File: config.mk
export PLATFORM = sky130hd
export DESIGN_NAME = genotype_ibs_counter
export DESIGN_NICKNAME = d
export VERILOG_FILES = /design/src/rtl/gibs_pkg.sv /design/src/rtl/gibs_classify.sv /design/src/rtl/gibs_accum.sv /design/src/rtl/genotype_ibs_counter.sv
export SDC_FILE = /design/constraint.sdc
export NUM_CORES = 1
export LEC_CHECK = 0
export BUFFER_PORTS_ARGS = -buffer_cell sky130_fd_sc_hd__buf_2
export CAP_MARGIN = 20
export CORE_ASPECT_RATIO = 0.9
export CORE_UTILIZATION = 53
export DETAILED_ROUTE_END_ITERATION = 8
export PLACE_DENSITY_LB_ADDON = 0.15
export RECOVER_POWER = 25
export SLEW_MARGIN = 20
export SYNTH_ARGS = -nofsm -noshare
export SYNTH_HDL_FRONTEND = slang
export SYNTH_SLANG_ARGS = --single-unit
File: constraint.sdc
create_clock -name clk -period 5.6 [get_ports clk]
set_clock_uncertainty 0.1 [all_clocks]
set_input_delay 0.56 -clock clk [delete_from_list [all_inputs] [get_ports clk]]
set_output_delay 0.56 -clock clk [all_outputs]
set_load 0.1 [all_outputs]
File: src/rtl/gibs_pkg.sv
// Shared types, constants and bit functions for the genotype IBS counter.
`default_nettype none

package gibs_pkg;

	localparam int WORD_W = 64;
	localparam int SLOTS = WORD_W / 2;
	localparam int POP_W = $clog2(SLOTS + 1);
	localparam int CNT_W = 22;

	localparam logic [WORD_W-1:0] LOW_BITS = 64'h5555_5555_5555_5555;
	localparam logic [WORD_W-1:0] MISSING_CODE = 64'hAAAA_AAAA_AAAA_AAAA;
	localparam logic [CNT_W-1:0] CNT_MAX = {CNT_W{1'b1}};

	// Per-word slot counts handed from the classify stage to the accumulator.
	typedef struct packed {
		logic last;
		logic [POP_W-1:0] ibs0_n;
		logic [POP_W-1:0] ibs1_n;
		logic [POP_W-1:0] ibs2_n;
	} slot_counts_t;

	// One bit per slot at its low bit position, set where the slot is missing.
	function automatic logic [WORD_W-1:0] missing_mask(input logic [WORD_W-1:0] w);
		logic [WORD_W-1:0] eq;
		eq = ~(w ^ MISSING_CODE);
		return (eq >> 1) & eq & LOW_BITS;
	endfunction

	// Gather the low bit of every slot into a dense vector.
	function automatic logic [SLOTS-1:0] slot_bits(input logic [WORD_W-1:0] w);
		logic [SLOTS-1:0] r;
		for (int k = 0; k < SLOTS; k++) begin
			r[k] = w[2*k];
		end
		return r;
	endfunction

	// Adder tree over 32 bits: five levels of independent narrow adds.
	function automatic logic [POP_W-1:0] popcount32(input logic [SLOTS-1:0] v);
		logic [1:0] l1 [16];
		logic [2:0] l2 [8];
		logic [3:0] l3 [4];
		logic [4:0] l4 [2];
		for (int i = 0; i < 16; i++) begin
			l1[i] = {1'b0, v[2*i]} + {1'b0, v[2*i+1]};
		end
		for (int i = 0; i < 8; i++) begin
			l2[i] = {1'b0, l1[2*i]} + {1'b0, l1[2*i+1]};
		end
		for (int i = 0; i < 4; i++) begin
			l3[i] = {1'b0, l2[2*i]} + {1'b0, l2[2*i+1]};
		end
		for (int i = 0; i < 2; i++) begin
			l4[i] = {1'b0, l3[2*i]} + {1'b0, l3[2*i+1]};
		end
		return {1'b0, l4[0]} + {1'b0, l4[1]};
	endfunction

	// Add a word's count to a running total, pinned at the counter maximum.
	function automatic logic [CNT_W-1:0] sat_add(input logic [CNT_W-1:0] acc,
			input logic [POP_W-1:0] inc);
		logic [CNT_W:0] s;
		s = {1'b0, acc} + {{(CNT_W + 1 - POP_W){1'b0}}, inc};
		return s[CNT_W] ? CNT_MAX : s[CNT_W-1:0];
	endfunction

endpackage

`default_nettype wire

File: src/rtl/gibs_classify.sv
// Classify stage: sort the slots of a word pair into IBS classes and count them.
`default_nettype none

module gibs_classify
	import gibs_pkg::*;
(
	input  wire logic              clk,
	input  wire logic              arst_n,
	input  wire logic              in_valid,
	output logic                   in_ready,
	input  wire logic [WORD_W-1:0] x_word,
	input  wire logic [WORD_W-1:0] y_word,
	input  wire logic              last_word,
	output logic                   out_valid,
	input  wire logic              out_ready,
	output slot_counts_t           out_item
);

	logic [WORD_W-1:0] same;
	logic [WORD_W-1:0] hi;
	logic [WORD_W-1:0] valid_slots;
	logic [WORD_W-1:0] m0;
	logic [WORD_W-1:0] m1;
	logic [WORD_W-1:0] m2;
	slot_counts_t      item_d;
	logic              valid_s2;
	slot_counts_t      item_s2;

	always_comb begin
		same = ~(x_word ^ y_word);
		hi = same >> 1;
		valid_slots = LOW_BITS & ~(missing_mask(x_word) | missing_mask(y_word));
		// both bits equal, one bit equal, no bit equal
		m2 = hi & same & valid_slots;
		m1 = (hi ^ same) & valid_slots;
		m0 = ~(hi | same) & valid_slots;
		item_d.last = last_word;
		item_d.ibs0_n = popcount32(slot_bits(m0));
		item_d.ibs1_n = popcount32(slot_bits(m1));
		item_d.ibs2_n = popcount32(slot_bits(m2));
	end

	assign in_ready = !valid_s2 || out_ready;

	always_ff @(posedge clk or negedge arst_n) begin
		if (!arst_n) begin
			valid_s2 <= 1'b0;
		end else if (in_ready) begin
			valid_s2 <= in_valid;
		end
	end

	always_ff @(posedge clk) begin
		if (in_ready && in_valid) begin
			item_s2 <= item_d;
		end
	end

	assign out_valid = valid_s2;
	assign out_item = item_s2;

	a_counts_bounded: assert property (@(posedge clk) disable iff (!arst_n)
		valid_s2 |-> ({1'b0, item_s2.ibs0_n} + {1'b0, item_s2.ibs1_n}
			+ {1'b0, item_s2.ibs2_n}) <= (POP_W + 1)'(SLOTS))
		else $error("slot counts of one word exceed the slot count");

endmodule

`default_nettype wire

File: src/rtl/gibs_accum.sv
// Accumulator stage: saturating IBS totals and the result register.
`default_nettype none

module gibs_accum
	import gibs_pkg::*;
(
	input  wire logic             clk,
	input  wire logic             arst_n,
	input  wire logic             in_valid,
	output logic                  in_ready,
	input  wire slot_counts_t     in_item,
	output logic                  out_valid,
	input  wire logic             out_ready,
	output logic [CNT_W-1:0]      ibs0_count,
	output logic [CNT_W-1:0]      ibs1_count,
	output logic [CNT_W-1:0]      ibs2_count
);

	logic [CNT_W-1:0] acc0_q;
	logic [CNT_W-1:0] acc1_q;
	logic [CNT_W-1:0] acc2_q;
	logic [CNT_W-1:0] sum0;
	logic [CNT_W-1:0] sum1;
	logic [CNT_W-1:0] sum2;
	logic             out_valid_q;
	logic [CNT_W-1:0] res0_q;
	logic [CNT_W-1:0] res1_q;
	logic [CNT_W-1:0] res2_q;
	logic             out_free;
	logic             consume;
	logic             consume_last;

	assign sum0 = sat_add(acc0_q, in_item.ibs0_n);
	assign sum1 = sat_add(acc1_q, in_item.ibs1_n);
	assign sum2 = sat_add(acc2_q, in_item.ibs2_n);

	// A last item needs room in the result register; others always pass.
	assign out_free = !out_valid_q || out_ready;
	assign in_ready = !in_item.last || out_free;
	assign consume = in_valid && in_ready;
	assign consume_last = consume && in_item.last;

	always_ff @(posedge clk or negedge arst_n) begin
		if (!arst_n) begin
			acc0_q <= '0;
			acc1_q <= '0;
			acc2_q <= '0;
			out_valid_q <= 1'b0;
		end else begin
			if (consume) begin
				if (in_item.last) begin
					acc0_q <= '0;
					acc1_q <= '0;
					acc2_q <= '0;
				end else begin
					acc0_q <= sum0;
					acc1_q <= sum1;
					acc2_q <= sum2;
				end
			end
			if (consume_last) begin
				out_valid_q <= 1'b1;
			end else if (out_ready) begin
				out_valid_q <= 1'b0;
			end
		end
	end

	always_ff @(posedge clk) begin
		if (consume_last) begin
			res0_q <= sum0;
			res1_q <= sum1;
			res2_q <= sum2;
		end
	end

	assign out_valid = out_valid_q;
	assign ibs0_count = res0_q;
	assign ibs1_count = res1_q;
	assign ibs2_count = res2_q;

	a_clear_after_last: assert property (@(posedge clk) disable iff (!arst_n)
		consume_last |=> (acc0_q == '0) && (acc1_q == '0) && (acc2_q == '0))
		else $error("totals not cleared after a last item");

	a_no_lost_result: assert property (@(posedge clk) disable iff (!arst_n)
		consume_last |-> out_free)
		else $error("result register overwritten before it was taken");

	a_totals_grow: assert property (@(posedge clk) disable iff (!arst_n)
		(consume && !in_item.last) |=> (acc0_q >= $past(acc0_q))
			&& (acc1_q >= $past(acc1_q)) && (acc2_q >= $past(acc2_q)))
		else $error("running total decreased within a pair");

endmodule

`default_nettype wire

File: src/rtl/genotype_ibs_counter.sv
// Top level of the genotype IBS counter: input register and stage wiring.
`default_nettype none

// Streams pairs of 64-bit genotype words (32 two-bit slots each: 00 hom-ref,
// 01 het, 11 hom-alt, 10 missing) and counts, per sample pair, the slots with
// two, one or no shared alleles, skipping slots missing in either sample.
// Totals saturate at 2^22-1. The word flagged by s_axis_tlast also counts; it
// produces one result on m_axis and clears the totals for the next pair.
// One item is accepted every cycle while the stream does not stall. A last
// item, once accepted, passes the input register and the classify and
// popcount register, and its sums then load the result register. Only a
// result waiting in the result register while a further last item arrives
// stalls the stream; other items keep flowing.
module genotype_ibs_counter
	import gibs_pkg::*;
(
	input  wire logic         clk,
	input  wire logic         arst_n,
	input  wire logic         s_axis_tvalid,
	output logic              s_axis_tready,
	input  wire logic [127:0] s_axis_tdata,  // x_word[63:0], y_word[127:64]
	input  wire logic         s_axis_tlast,  // last_word
	output logic              m_axis_tvalid,
	input  wire logic         m_axis_tready,
	output logic [71:0]       m_axis_tdata   // ibs0_count[21:0], ibs1_count[43:22],
	                                         // ibs2_count[65:44], zero [71:66]
);

	logic              valid_s1;
	logic [WORD_W-1:0] x_s1;
	logic [WORD_W-1:0] y_s1;
	logic              last_s1;
	logic              cls_ready;
	logic              cls_valid;
	slot_counts_t      cls_item;
	logic              acc_ready;
	logic [CNT_W-1:0]  ibs0_count;
	logic [CNT_W-1:0]  ibs1_count;
	logic [CNT_W-1:0]  ibs2_count;

	assign s_axis_tready = !valid_s1 || cls_ready;

	always_ff @(posedge clk or negedge arst_n) begin
		if (!arst_n) begin
			valid_s1 <= 1'b0;
		end else if (s_axis_tready) begin
			valid_s1 <= s_axis_tvalid;
		end
	end

	always_ff @(posedge clk) begin
		if (s_axis_tready && s_axis_tvalid) begin
			x_s1 <= s_axis_tdata[WORD_W-1:0];
			y_s1 <= s_axis_tdata[2*WORD_W-1:WORD_W];
			last_s1 <= s_axis_tlast;
		end
	end

	gibs_classify u_classify (
		.clk       (clk),
		.arst_n    (arst_n),
		.in_valid  (valid_s1),
		.in_ready  (cls_ready),
		.x_word    (x_s1),
		.y_word    (y_s1),
		.last_word (last_s1),
		.out_valid (cls_valid),
		.out_ready (acc_ready),
		.out_item  (cls_item)
	);

	gibs_accum u_accum (
		.clk        (clk),
		.arst_n     (arst_n),
		.in_valid   (cls_valid),
		.in_ready   (acc_ready),
		.in_item    (cls_item),
		.out_valid  (m_axis_tvalid),
		.out_ready  (m_axis_tready),
		.ibs0_count (ibs0_count),
		.ibs1_count (ibs1_count),
		.ibs2_count (ibs2_count)
	);

	assign m_axis_tdata = {6'b0, ibs2_count, ibs1_count, ibs0_count};

	a_ready_only_blocked_when_full: assert property (@(posedge clk) disable iff (!arst_n)
		!s_axis_tready |-> valid_s1 && !cls_ready)
		else $error("input stalled with a free input register");

endmodule

`default_nettype wire

==> results of run 1 <==
## kinds of logic after synthesis
kind of cell	synth area share [%]
AO/OA/AOI/OAI	11.29
multiplexers	0.06766
AND/OR/NAND/NOR	10.69
other	0.02253
buffers and inverters	6.751
adder cells (fa/ha/maj)	16.77
XOR/XNOR	5.421
flip-flops	48.99
## repair_timing
| action | 4_1_cts | 5_1_grt |
|---|---|---|
| endpoints found under the setup margin | 3 | 9 |
| setup buffers | 0 | 2 |
| cloned | 0 | 0 |
| gates resized for setup | 2 | 22 |
| pin swaps | 6 | 30 |
## cell usage after synthesis (all sizes together) (19+ instances only)
cell    number  area share, %
dfrtp       69             10
nand2      153            3.5
a22oi       34            1.5
a211oi      19           0.95
xnor2       24            1.3
and2        33            1.2
xor2        79            4.2
nor3        40            1.3
buf         26            1.0
fa          75            9.0
o21ai       36            1.1
a21oi       53            1.6
nand3       25           0.84
clkbuf      23           0.52
ha         103            7.7
edfxtp     214             39
nor2        26           0.59
inv        232            5.2
## power by group
| part | switching, mW | internal [mW] |
|---|---|---|
| Sequential | 0.160 | 2.78 |
| Combinational | 2.81 | 1.96 |
| Clock | 0.827 | 1.33 |
## final timing paths
kind | startpoint | to | depth (start not counted)
worst max-delay path | y_s1[1] | u_classify.out_item[10] | 18
worst min-delay path | s_axis_tdata[84] | y_s1[20] | 1
worst max register to register | y_s1[1] | u_classify.out_item[10] | 18
worst min register to register | last_s1 | u_classify.out_item[18] | 0
max in group asynchronous | arst_n | u_accum.acc0_q[3] | 2
min in group asynchronous | arst_n | u_accum.acc0_q[10] | 2
## final cells by class
cell class / count / area, um2 / area share [%]
flip-flops and latches: 283 / 8153 / 42.46
multi-input cells: 899 / 7491 / 39.01
repair buffers: 216 / 1096 / 5.708
inverters: 232 / 872.1 / 4.542
clock buffers: 33 / 783.3 / 4.079
well taps: 409 / 511.7 / 2.665
clock inverters: 23 / 295.3 / 1.538
## placed cells by master (no fill, tap or decap), types with 33 or more instances in the layout
cell / instances
nand2_1: 152
buf_2: 183
a21oi_1: 47
fa_1: 69
xor2_1: 72
a22oi_1: 33
edfxtp_1: 214
ha_1: 101
inv_1: 230
nor3_1: 38
dfrtp_1: 69
## flip-flops by register name (all words and copies together), names as in the netlist
| signal | cells |
|---|---|
| valid_s1 | 1 |
| u_accum.acc1_q | 22 |
| u_accum.acc0_q | 22 |
| y_s1 | 64 |
| u_accum.ibs1_count | 22 |
| x_s1 | 64 |
| u_accum.out_valid | 1 |
| u_accum.ibs2_count | 22 |
| last_s1 | 1 |
| u_accum.ibs0_count | 22 |
| u_classify.out_item | 19 |
| u_classify.out_valid | 1 |
| u_accum.acc2_q | 22 |
## through the flow
step	power [mW]	utilization (%)
2_1_floorplan	6.416	-
3_3_place_gp	7.411	58.33
5_1_grt	10.62	62.12
4_1_cts	9.746	61.87
6_report	9.860	62.12
3_5_place_dp	7.548	58.33
## routing by layer
metal	wire (um)	track usage (%)	vias to the layer above
met1	14850	28.12	5274
met2	15480	34.97	276
met3	1611	3.568	49
met4	616	4.593	4
li1	-	-	5440
met5	26	0	-
==> metrics.md, run 1 <==
| Metric | Value |
|---|---|
| R2R Setup Slk | `0.16 ns` |
| Failing checks | `max-capacitance violations, max-slew violations` |
| Slew HR | `-172.8%` |
| Post-route setup slack | `0.1573 ns` |
| Starting Density | `53.84%` |
| Final ANT Viol Nets | `0` |
| FP Rows | `61` |
| HP Class | `input port to flop` |
| Number of global-route vias before repair | `10820` |
| Asr flop ratio synth | `24.38%` |
| Clk pin slew, worst setup/hold paths | `~0.070 ns` |
| Die area | `32110 um2` |
| CTS tree | `built` |
| Largest stage delay, worst path | `0.57 ns` |
| Vias/cell | `~5.3` |
| CP Cell Sequence | `xor2_2, ha_1, and2_1, fa_1, inv_1, fa_1, fa_2, fa_1, fa_1, fa_1, inv_1, ha_2, inv_2, fa_2, inv_1, a21o_1, a21oi_2, xnor2_1` |
| CP Launch Type | `flop` |
| Num ports | `207` |
| Fill cell count | `2474` |
| Gr ovfl total | `0` |
| Routability cong. | `approximately 0.91` |
| Distinct cell type count after synthesis | `74` |
| Final WL | `32.58 mm` |
| Seq/Total Area, Yosys | `about half` |
| Number of antenna violations at the first check in global routing | `2` |
| Largest delay share family, worst path | `adder cells` |
| Worst Setup End Kind | `flop` |
| Max Freq | `between 150 and 200 MHz` |
| Critical path's slowest cell | `fa_1` |
| Fraction of layout cells with a size suffix above 1 | `roughly 18%` |
| Commonest register cell after synthesis | `edfxtp_1` |
| CP arrival | `5.67 ns` |
| Final hold viol count | `0` |
| Pin count of the biggest net entering global routing | `70` |
| TritonRoute pass-1 iters | `5` |
| ANT cells | `0` |
| Power Density | `around 500 nW/um2` |
| Pre-CTS WS | `-0.04994 ns` |
| Placed wire-length estimate | `24.00 mm` |
| NumNets Final | `1973` |
| Peak VDD IR | `about 0.67 mV` |
| Hold buffer count at CTS | `0` |
| CTS buffer count | `30` |
| GR Util All Layers | `~21%` |
| Warnings from Yosys | `0` |
| Max-slew violation total from the final report | `70` |
| Final std cells w/o fill | `between 2000 and 2500` |
| Core Area | `30910 um2` |
| Critical path class | `flop to flop` |
| Vias | `around 11000` |
| Status | `finished, violations left` |
| Most common cell on crit path | `fa_1` |
| Die Ht | `170.1 um` |
| H-tree Lvls | `1` |
| Die span in x | `about 190 um` |
| Clock Latency Late Sink | `0.57 ns` |
| CP required | `5.83 ns` |
| Max Cap Viol | `1` |
| First-pass GRT wire length | `53.33 mm` |
| Worst slew pin tran | `4.093 ns` |
| Cell count after synthesis | `1458` |
| CTS Root Cell | `clkbuf_16` |
| Mapped Area | `16640 um2` |
| Placed cell area | `18030 um2` |
| Crit path max fanout | `2` |
| RSZ-0062 raised after global routing | `true` |
| Routed len/inst | `15.55 um` |
| #FFs+latches synth | `283` |
| Hold Worst Slack | `0.05863 ns` |
| Setup violations, final | `0` |
| Post-synth EDFFs | `between 200 and 250` |
| Avg Cell Area, Syn | `11.41 um2` |
| # placed instances | `2037` |
| # clock sinks | `around 280` |
| Post-route cell area | `19200 um2` |
| Fin crit share | `97.19%` |
| Drc violations | `0` |
| Clock buffer depth | `3` |
| PortBufs | `200` |
| P_leak | `roughly 8.7 nW` |
| Min Tclk post-route | `5.443 ns` |
| Iteration-0 DRC Markers | `~650` |
| TNS Setup | `0 ns` |
| Area added between synthesis and finish | `15.38%` |
| CP bufs+invs | `4` |
Note: power is estimated with default switching activity, not from simulation.
==> run 2: changes to the inputs <==
- RECOVER_POWER: 25 -> unset
==> run 2 against run 1 <==
The flow now finishes without violations. Sequential cell count unchanged. Global-route usage unchanged. Register-to-register slack about the same. Clock-buffer cell count unchanged. Via count up 0.24%. Maximum frequency about the same. Non-clock buffer count unchanged. Total power about the same. Utilization up 0.081 points. Clock power about the same. Sequential share of layout area down 0.055 points. Final cell count unchanged. Largest cell class unchanged. Highest routed layer unchanged.
==> metrics.md, run 2 (synthesis gave the netlist of run 1 again) <==
| Metric | Value |
|---|---|
| Fraction of layout cells with a size suffix above 1 | `18.86%` |
| CP Cell Sequence | `xor2_2, ha_1, and2_1, fa_1, inv_1, fa_1, fa_2, fa_1, fa_1, fa_1, inv_1, ha_2, inv_2, fa_2, inv_1, a21o_1, a21oi_2, xnor2_1` |
| CP arrival | `5.67 ns` |
| Highest-count cells in the layout ignoring fill and taps | `inv_1 (230), edfxtp_1 (214), buf_2 (200)` |
| Max Cap Viol | `0` |
| Die Ht | `around 170 um` |
| CP required | `between 5 and 6 ns` |
| Placed wire-length estimate | `24.00 mm` |
| Status | `finished, final reports clean` |
| Final WL | `32.56 mm` |
| TritonRoute pass-1 iters | `5` |
| Max-slew violation total from the final report | `0` |
| CP bufs+invs | `4` |
| Post-route setup slack | `0.1567 ns` |
| Number of global-route vias before repair | `10820` |
| PortBufs | `200` |
| FP Rows | `61` |
| CP Launch Type | `flop` |
| Worst Setup End Kind | `flop` |
| RSZ-0062 raised after global routing | `true` |
| Placed cell area | `18030 um2` |
| Vias/cell | `5.284` |
| Drc violations | `0` |
| Fill cell count | `2463` |
| NumNets Final | `1973` |
| Core Area | `approximately 30000 um2` |
| Number of antenna violations at the first check in global routing | `2` |
| Peak VDD IR | `0.6691 mV` |
| Clk pin slew, worst setup/hold paths | `0.07 ns` |
| Slew HR | `34.71%` |
| Clock buffer depth | `3` |
| Final hold viol count | `0` |
| Regs by FF count | `x_s1 (64), y_s1 (64)` |
| Vias | `11070` |
| ANT cells | `0` |
| Die area | `32110 um2` |
| Post-route cell area | `a little under 20000 um2` |
| CTS Root Cell | `clkbuf_16` |
| GR Util All Layers | `between 20% and 30%` |
| HP Class | `input port to flop` |
| Clock Latency Late Sink | `around 0.57 ns` |
| Largest delay share family, worst path | `adder cells` |
| Pin count of the biggest net entering global routing | `70` |
| Hold Worst Slack | `0.05864 ns` |
| Setup violations, final | `0` |
| Die span in x | `188.8 um` |
| Min Tclk post-route | `5.443 ns` |
| Largest stage delay, worst path | `between 0.5 and 0.6 ns` |
| Worst slew pin tran | `around 0.98 ns` |
| Core Util, Final | `62.20%` |
| CTS tree | `built` |
| Starting Density | `about 54%` |
| Critical path class | `flop to flop` |
| Routed len/inst | `roughly 16 um` |
| Pre-CTS WS | `-0.04994 ns` |
| First-pass GRT wire length | `53.33 mm` |
| Max Freq | `183.7 MHz` |
| # clock sinks | `~280` |
| Fin crit share | `around 97%` |
| H-tree Lvls | `1` |
| Area added between synthesis and finish | `15.53%` |
| Commonest non-fill, non-tap cell in the layout | `inv_1` |
| Critical path's slowest cell | `fa_1` |
| TNS Setup | `0 ns` |
| Gr ovfl total | `0` |
| Iteration-0 DRC Markers | `643` |
| P_leak | `8.788 nW` |
| Final ANT Viol Nets | `0` |
| Crit path max fanout | `2` |
| Num ports | `207` |
| CTS buffer count | `30` |
| Most common cell on crit path | `fa_1` |
| Routability cong. | `around 0.91` |
| Power Density | `512.9 nW/um2` |
[run 2: cell count changes in the layout (fill, tap and decap cells not counted)]
| cell | before | now |
|---|---|---|
| clkbuf_1 | 20 | 2 |
| buf_2 | 183 | 200 |
| buf_4 | 15 | 16 |
[run 2: cell type report]
class / instances / area (um2) / area share (%)
Multi-Input combinational cell: 899 / 7491 / 38.96
Sequential cell: 283 / 8153 / 42.40
Inverter: 232 / 872.1 / 4.536
Timing Repair Buffer: 216 / 1121 / 5.831
Tap cell: 409 / 511.7 / 2.662
Clock inverter: 23 / 295.3 / 1.536
Clock buffer: 33 / 783.3 / 4.074
[run 2: metal layers]
| metal | routed length, um | global-route usage, % |
|---|---|---|
| met1 | 14820 | 28.12 |
| met2 | 15460 | 34.97 |
| met3 | 1627 | 3.568 |
| met4 | 622 | 4.593 |
| met5 | 26 | 0 |
[run 2: power breakdown]
group	switching, mW	total (mW)	internal (mW)
clock	0.827	2.15	1.33
sequential	0.160	2.94	2.78
combinational	2.81	4.77	1.97
[run 2: worst paths after layout]
path | start | to | slack [ns] | depth (start not counted)
max | y_s1[1] | u_classify.out_item[10] | 0.16 | 18
min | s_axis_tdata[84] | y_s1[20] | 0.06 | 1
max reg2reg | y_s1[1] | u_classify.out_item[10] | 0.16 | 18
min reg2reg | last_s1 | u_classify.out_item[18] | 0.38 | 0
min in group asynchronous | arst_n | u_accum.acc0_q[10] | 0.12 | 2
max in group asynchronous | arst_n | u_accum.acc0_q[3] | 4.63 | 2
[run 2: per-stage QoR]
stage | std cells | power, mW
final | 2095 | 9.863
after global routing | 2095 | 10.62
after CTS | 2093 | 9.746
after detailed placement | 2037 | 7.548
after global placement | 2037 | 7.411
after floorplan | 1463 | 6.416
[run 2: repair_timing]
action                                  4_1_cts  5_1_grt
pin swaps                                     6       30
buffers inserted                              0        2
gates resized for setup                       2       22
endpoints found under the setup margin        3        9
hold buffers                                  0        0
==> run 3: changes to the inputs <==
--- a/config.mk
+++ b/config.mk
@@ -15,3 +15,4 @@
 export SYNTH_ARGS = -nofsm -noshare
 export SYNTH_HDL_FRONTEND = slang
+export SYNTH_HIERARCHICAL = 1
 export SYNTH_SLANG_ARGS = --single-unit
==> constraint.sdc (replaced) <==
create_clock -name clk -period 5.6 [get_ports clk]
set_clock_uncertainty 0.1 [all_clocks]
set_input_delay 1.12 -clock clk [delete_from_list [all_inputs] [get_ports clk]]
set_output_delay 1.12 -clock clk [all_outputs]
set_load 0.1 [all_outputs]
==> run 3 against run 2 <==
Final area fell by 2.3%. Critical endpoint is now u_classify/out_item[10]. Final cell count down 2.4%. Largest cell class unchanged. Highest routed layer is now met4. Critical path type unchanged. Global-route usage is 1.2 points lower.
==> metrics.md, run 3 <==
| Metric | Value |
|---|---|
| Fraction of layout cells with a size suffix above 1 | `19.55%` |
| Min Tclk post-route | `5.504 ns` |
| Pin count of the biggest net entering global routing | `74` |
| Largest area contributor in the synthesized netlist | `edfxtp_1` |
| M3 GR Usage | `2.356%` |
| Clock Latency Late Sink | `between 0.5 and 0.6 ns` |
| Cell count after synthesis | `about 1400` |
| CTS Root Cell | `clkbuf_16` |
| Number of antenna violations at the first check in global routing | `0` |
| Placed wire-length estimate | `22.20 mm` |
| Asr flop ratio synth | `24.38%` |
| Routed len/inst | `14.80 um` |
| Setup violations, final | `0` |
| Mapped Area | `between 15000 and 20000 um2` |
| FP Rows | `60` |
| Most numerous cell in the Yosys netlist | `inv_1` |
| Commonest non-fill, non-tap cell in the layout | `inv_1` |
| Post-route cell area | `18790 um2` |
| Placed cell area | `~18000 um2` |
| Die Ht | `168.2 um` |
| Die area | `about 31000 um2` |
| Fill cell count | `around 2400` |
| #FFs+latches synth | `283` |
| Max-slew violation total from the final report | `0` |
| Core Util, Final | `62.59%` |
| CTS tree | `built` |
| Final WL | `30.27 mm` |
| Starting Density | `54.19%` |
| Pre-CTS WS | `-0.01587 ns` |
| Vias | `10480` |
| CP arrival | `5.70 ns` |
| Area share of and/or/nand/nor cells after synthesis | `between 10% and 20%` |
| Mux cell area share after synthesis | `0.7766%` |
| Xor/xnor share of the synthesized area | `roughly 6%` |
| GR Util All Layers | `19.54%` |
| Post-synth EDFFs | `between 200 and 250` |
| First-pass GRT wire length | `49.67 mm` |
| Distinct cell type count after synthesis | `72` |
| Crit path max fanout | `2` |
| TritonRoute pass-1 iters | `5` |
| Final ANT Viol Nets | `0` |
| Total power | `9.253 mW` |
| Gr ovfl total | `0` |
| Peak VDD IR | `0.4758 mV` |
| Area added between synthesis and finish | `15.50%` |
| Die span in x | `around 190 um` |
| NumNets Final | `between 1500 and 2000` |
| CP required | `5.79 ns` |
| Final hold viol count | `0` |
| Routability cong. | `~0.83` |
| Avg Cell Area, Syn | `11.56 um2` |
| Most instantiated cells after synthesis | `inv_1 (218), edfxtp_1 (214), nand2_1 (148)` |
| Max Freq | `~180 MHz` |
| Largest family of logic cells by synthesized area | `adder cells` |
| Top cells by area, synth | `edfxtp_1 (39%), dfrtp_1 (11%), fa_1 (9.2%)` |
| Worst Setup End Kind | `flop` |
| P_leak | `8.887 nW` |
| Seq/Total Area, Yosys | `about 50%` |
| Number of global-route vias before repair | `10380` |
| CTS buffer count | `30` |
| Status | `finished, final reports clean` |
| Power Density | `492.3 nW/um2` |
| Critical path class | `flop to flop` |
| Clk pin slew, worst setup/hold paths | `0.06 ns` |
| ANT cells | `0` |
| Core Area | `about 30000 um2` |
| Layer with the highest usage | `met2` |
| Regs by FF count | `x_s1 (64), y_s1 (64)` |
| RSZ-0062 raised after global routing | `true` |
| # clock sinks | `283` |
| Num ports | `slightly above 200` |
| H-tree Lvls | `1` |
| Grt met1 use | `between 20% and 30%` |
| CP Launch Type | `flop` |
| PortBufs | `200` |
| Fin crit share | `98.29%` |
| Worst slew pin tran | `roughly 1.1 ns` |
| Synth Area in Compound Gates | `9.489%` |
| Post-route setup slack | `0.09568 ns` |
| Drc violations | `0` |
| Met2 usage | `33.96%` |
| Commonest register cell after synthesis | `edfxtp_1` |
| Clock buffer depth | `3` |
| HP Class | `flop to flop` |
| Vias/cell | `5.126` |
| Max Cap Viol | `0` |
| Slew HR | `~28%` |
| Adder-cell share of the synthesized area | `17.15%` |
| Iteration-0 DRC Markers | `523` |
| Warnings from Yosys | `6` |
| Top-area cell type share of the netlist area | `39.49%` |
| Highest-count cells in the layout ignoring fill and taps | `inv_1 (217), edfxtp_1 (214), buf_2 (200)` |
run 3: cell types whose count changed after synthesis, moves of 11 or more:
cell	previous run	this run
nor2_1	26	57
nor3_1	38	16
and3_1	9	23
inv_1	232	218
a211oi_1	16	3
nor2b_1	14	3
xnor2_1	24	35
run 3: worst max-delay path, stage by stage (launching register included):
cell      delay (ns)
edfxtp_1        0.43
xnor2_2         0.21
ha_1            0.26
and2_4          0.14
fa_1            0.54
inv_2           0.05
fa_1            0.58
fa_1            0.45
fa_1            0.50
fa_1            0.52
inv_1           0.05
fa_1            0.44
ha_2            0.22
fa_2            0.40
a21o_1          0.17
a21oi_2         0.12
xnor2_1         0.07
run 3: path summary, 6_finish.rpt:
check / start / slack [ns] / cells after the start / to
max: x_s1[6] / 0.1 / 16 / u_classify/out_item[10]
min: last_s1 / 0.32 / 0 / u_classify/out_item[18]
max reg2reg: x_s1[6] / 0.1 / 16 / u_classify/out_item[10]
min reg2reg: last_s1 / 0.32 / 0 / u_classify/out_item[18]
max in group asynchronous: arst_n / 3.83 / 2 / u_accum/acc0_q[12]
min in group asynchronous: arst_n / 0.53 / 1 / u_accum/acc2_q[20]
run 3: metrics by stage:
stage,setup TNS [ns],hold slack [ns],std cells
2_1_floorplan,0,0.3003,1413
3_3_place_gp,0,0.3079,1984
3_5_place_dp,-0.01587,0.3116,1984
4_1_cts,0,0.3199,2038
5_1_grt,-0.09777,0.3385,2045
6_report,0,0.3168,2045
run 3: kinds of logic after synthesis:
group,Yosys count
and+or+nand+nor,345
DFF,283
buffers and inverters,260
AOI/OAI and AO/OA,220
adders and majority gates,178
xor gates and xnor gates,109
muxes,12
other,1
run 3: timing repair:
item,CTS,global route
hold buffers,0,0
setup buffers,1,7
gates resized for setup,3,22
setup endpoints to repair,2,3
pin swaps,0,31
run 3: layout make-up:
type / instances / area [um2] / area share [%]
Multi-Input combinational cell: 870 / 7254 / 38.60
Sequential cell: 283 / 8153 / 43.38
Clock inverter: 12 / 88.84 / 0.4727
Tap cell: 403 / 504.2 / 2.683
Clock buffer: 41 / 843.3 / 4.487
Inverter: 219 / 822.0 / 4.374
Timing Repair Buffer: 217 / 1129 / 6.005
run 3: metal layers:
layer  share of wire (%)  vias up
met3                 3.6       48
met2                  48      231
li1                    -     5186
met4                 2.1        0
met1                  46     5017
met5                   0        -
run 3: report_power, final:
part	switching, mW	leakage [nW]	internal [mW]
Combinational	2.71	5.40	1.72
Sequential	0.169	3.03	2.79
Clock	0.778	0.463	1.09
Total	3.65	8.89	5.60
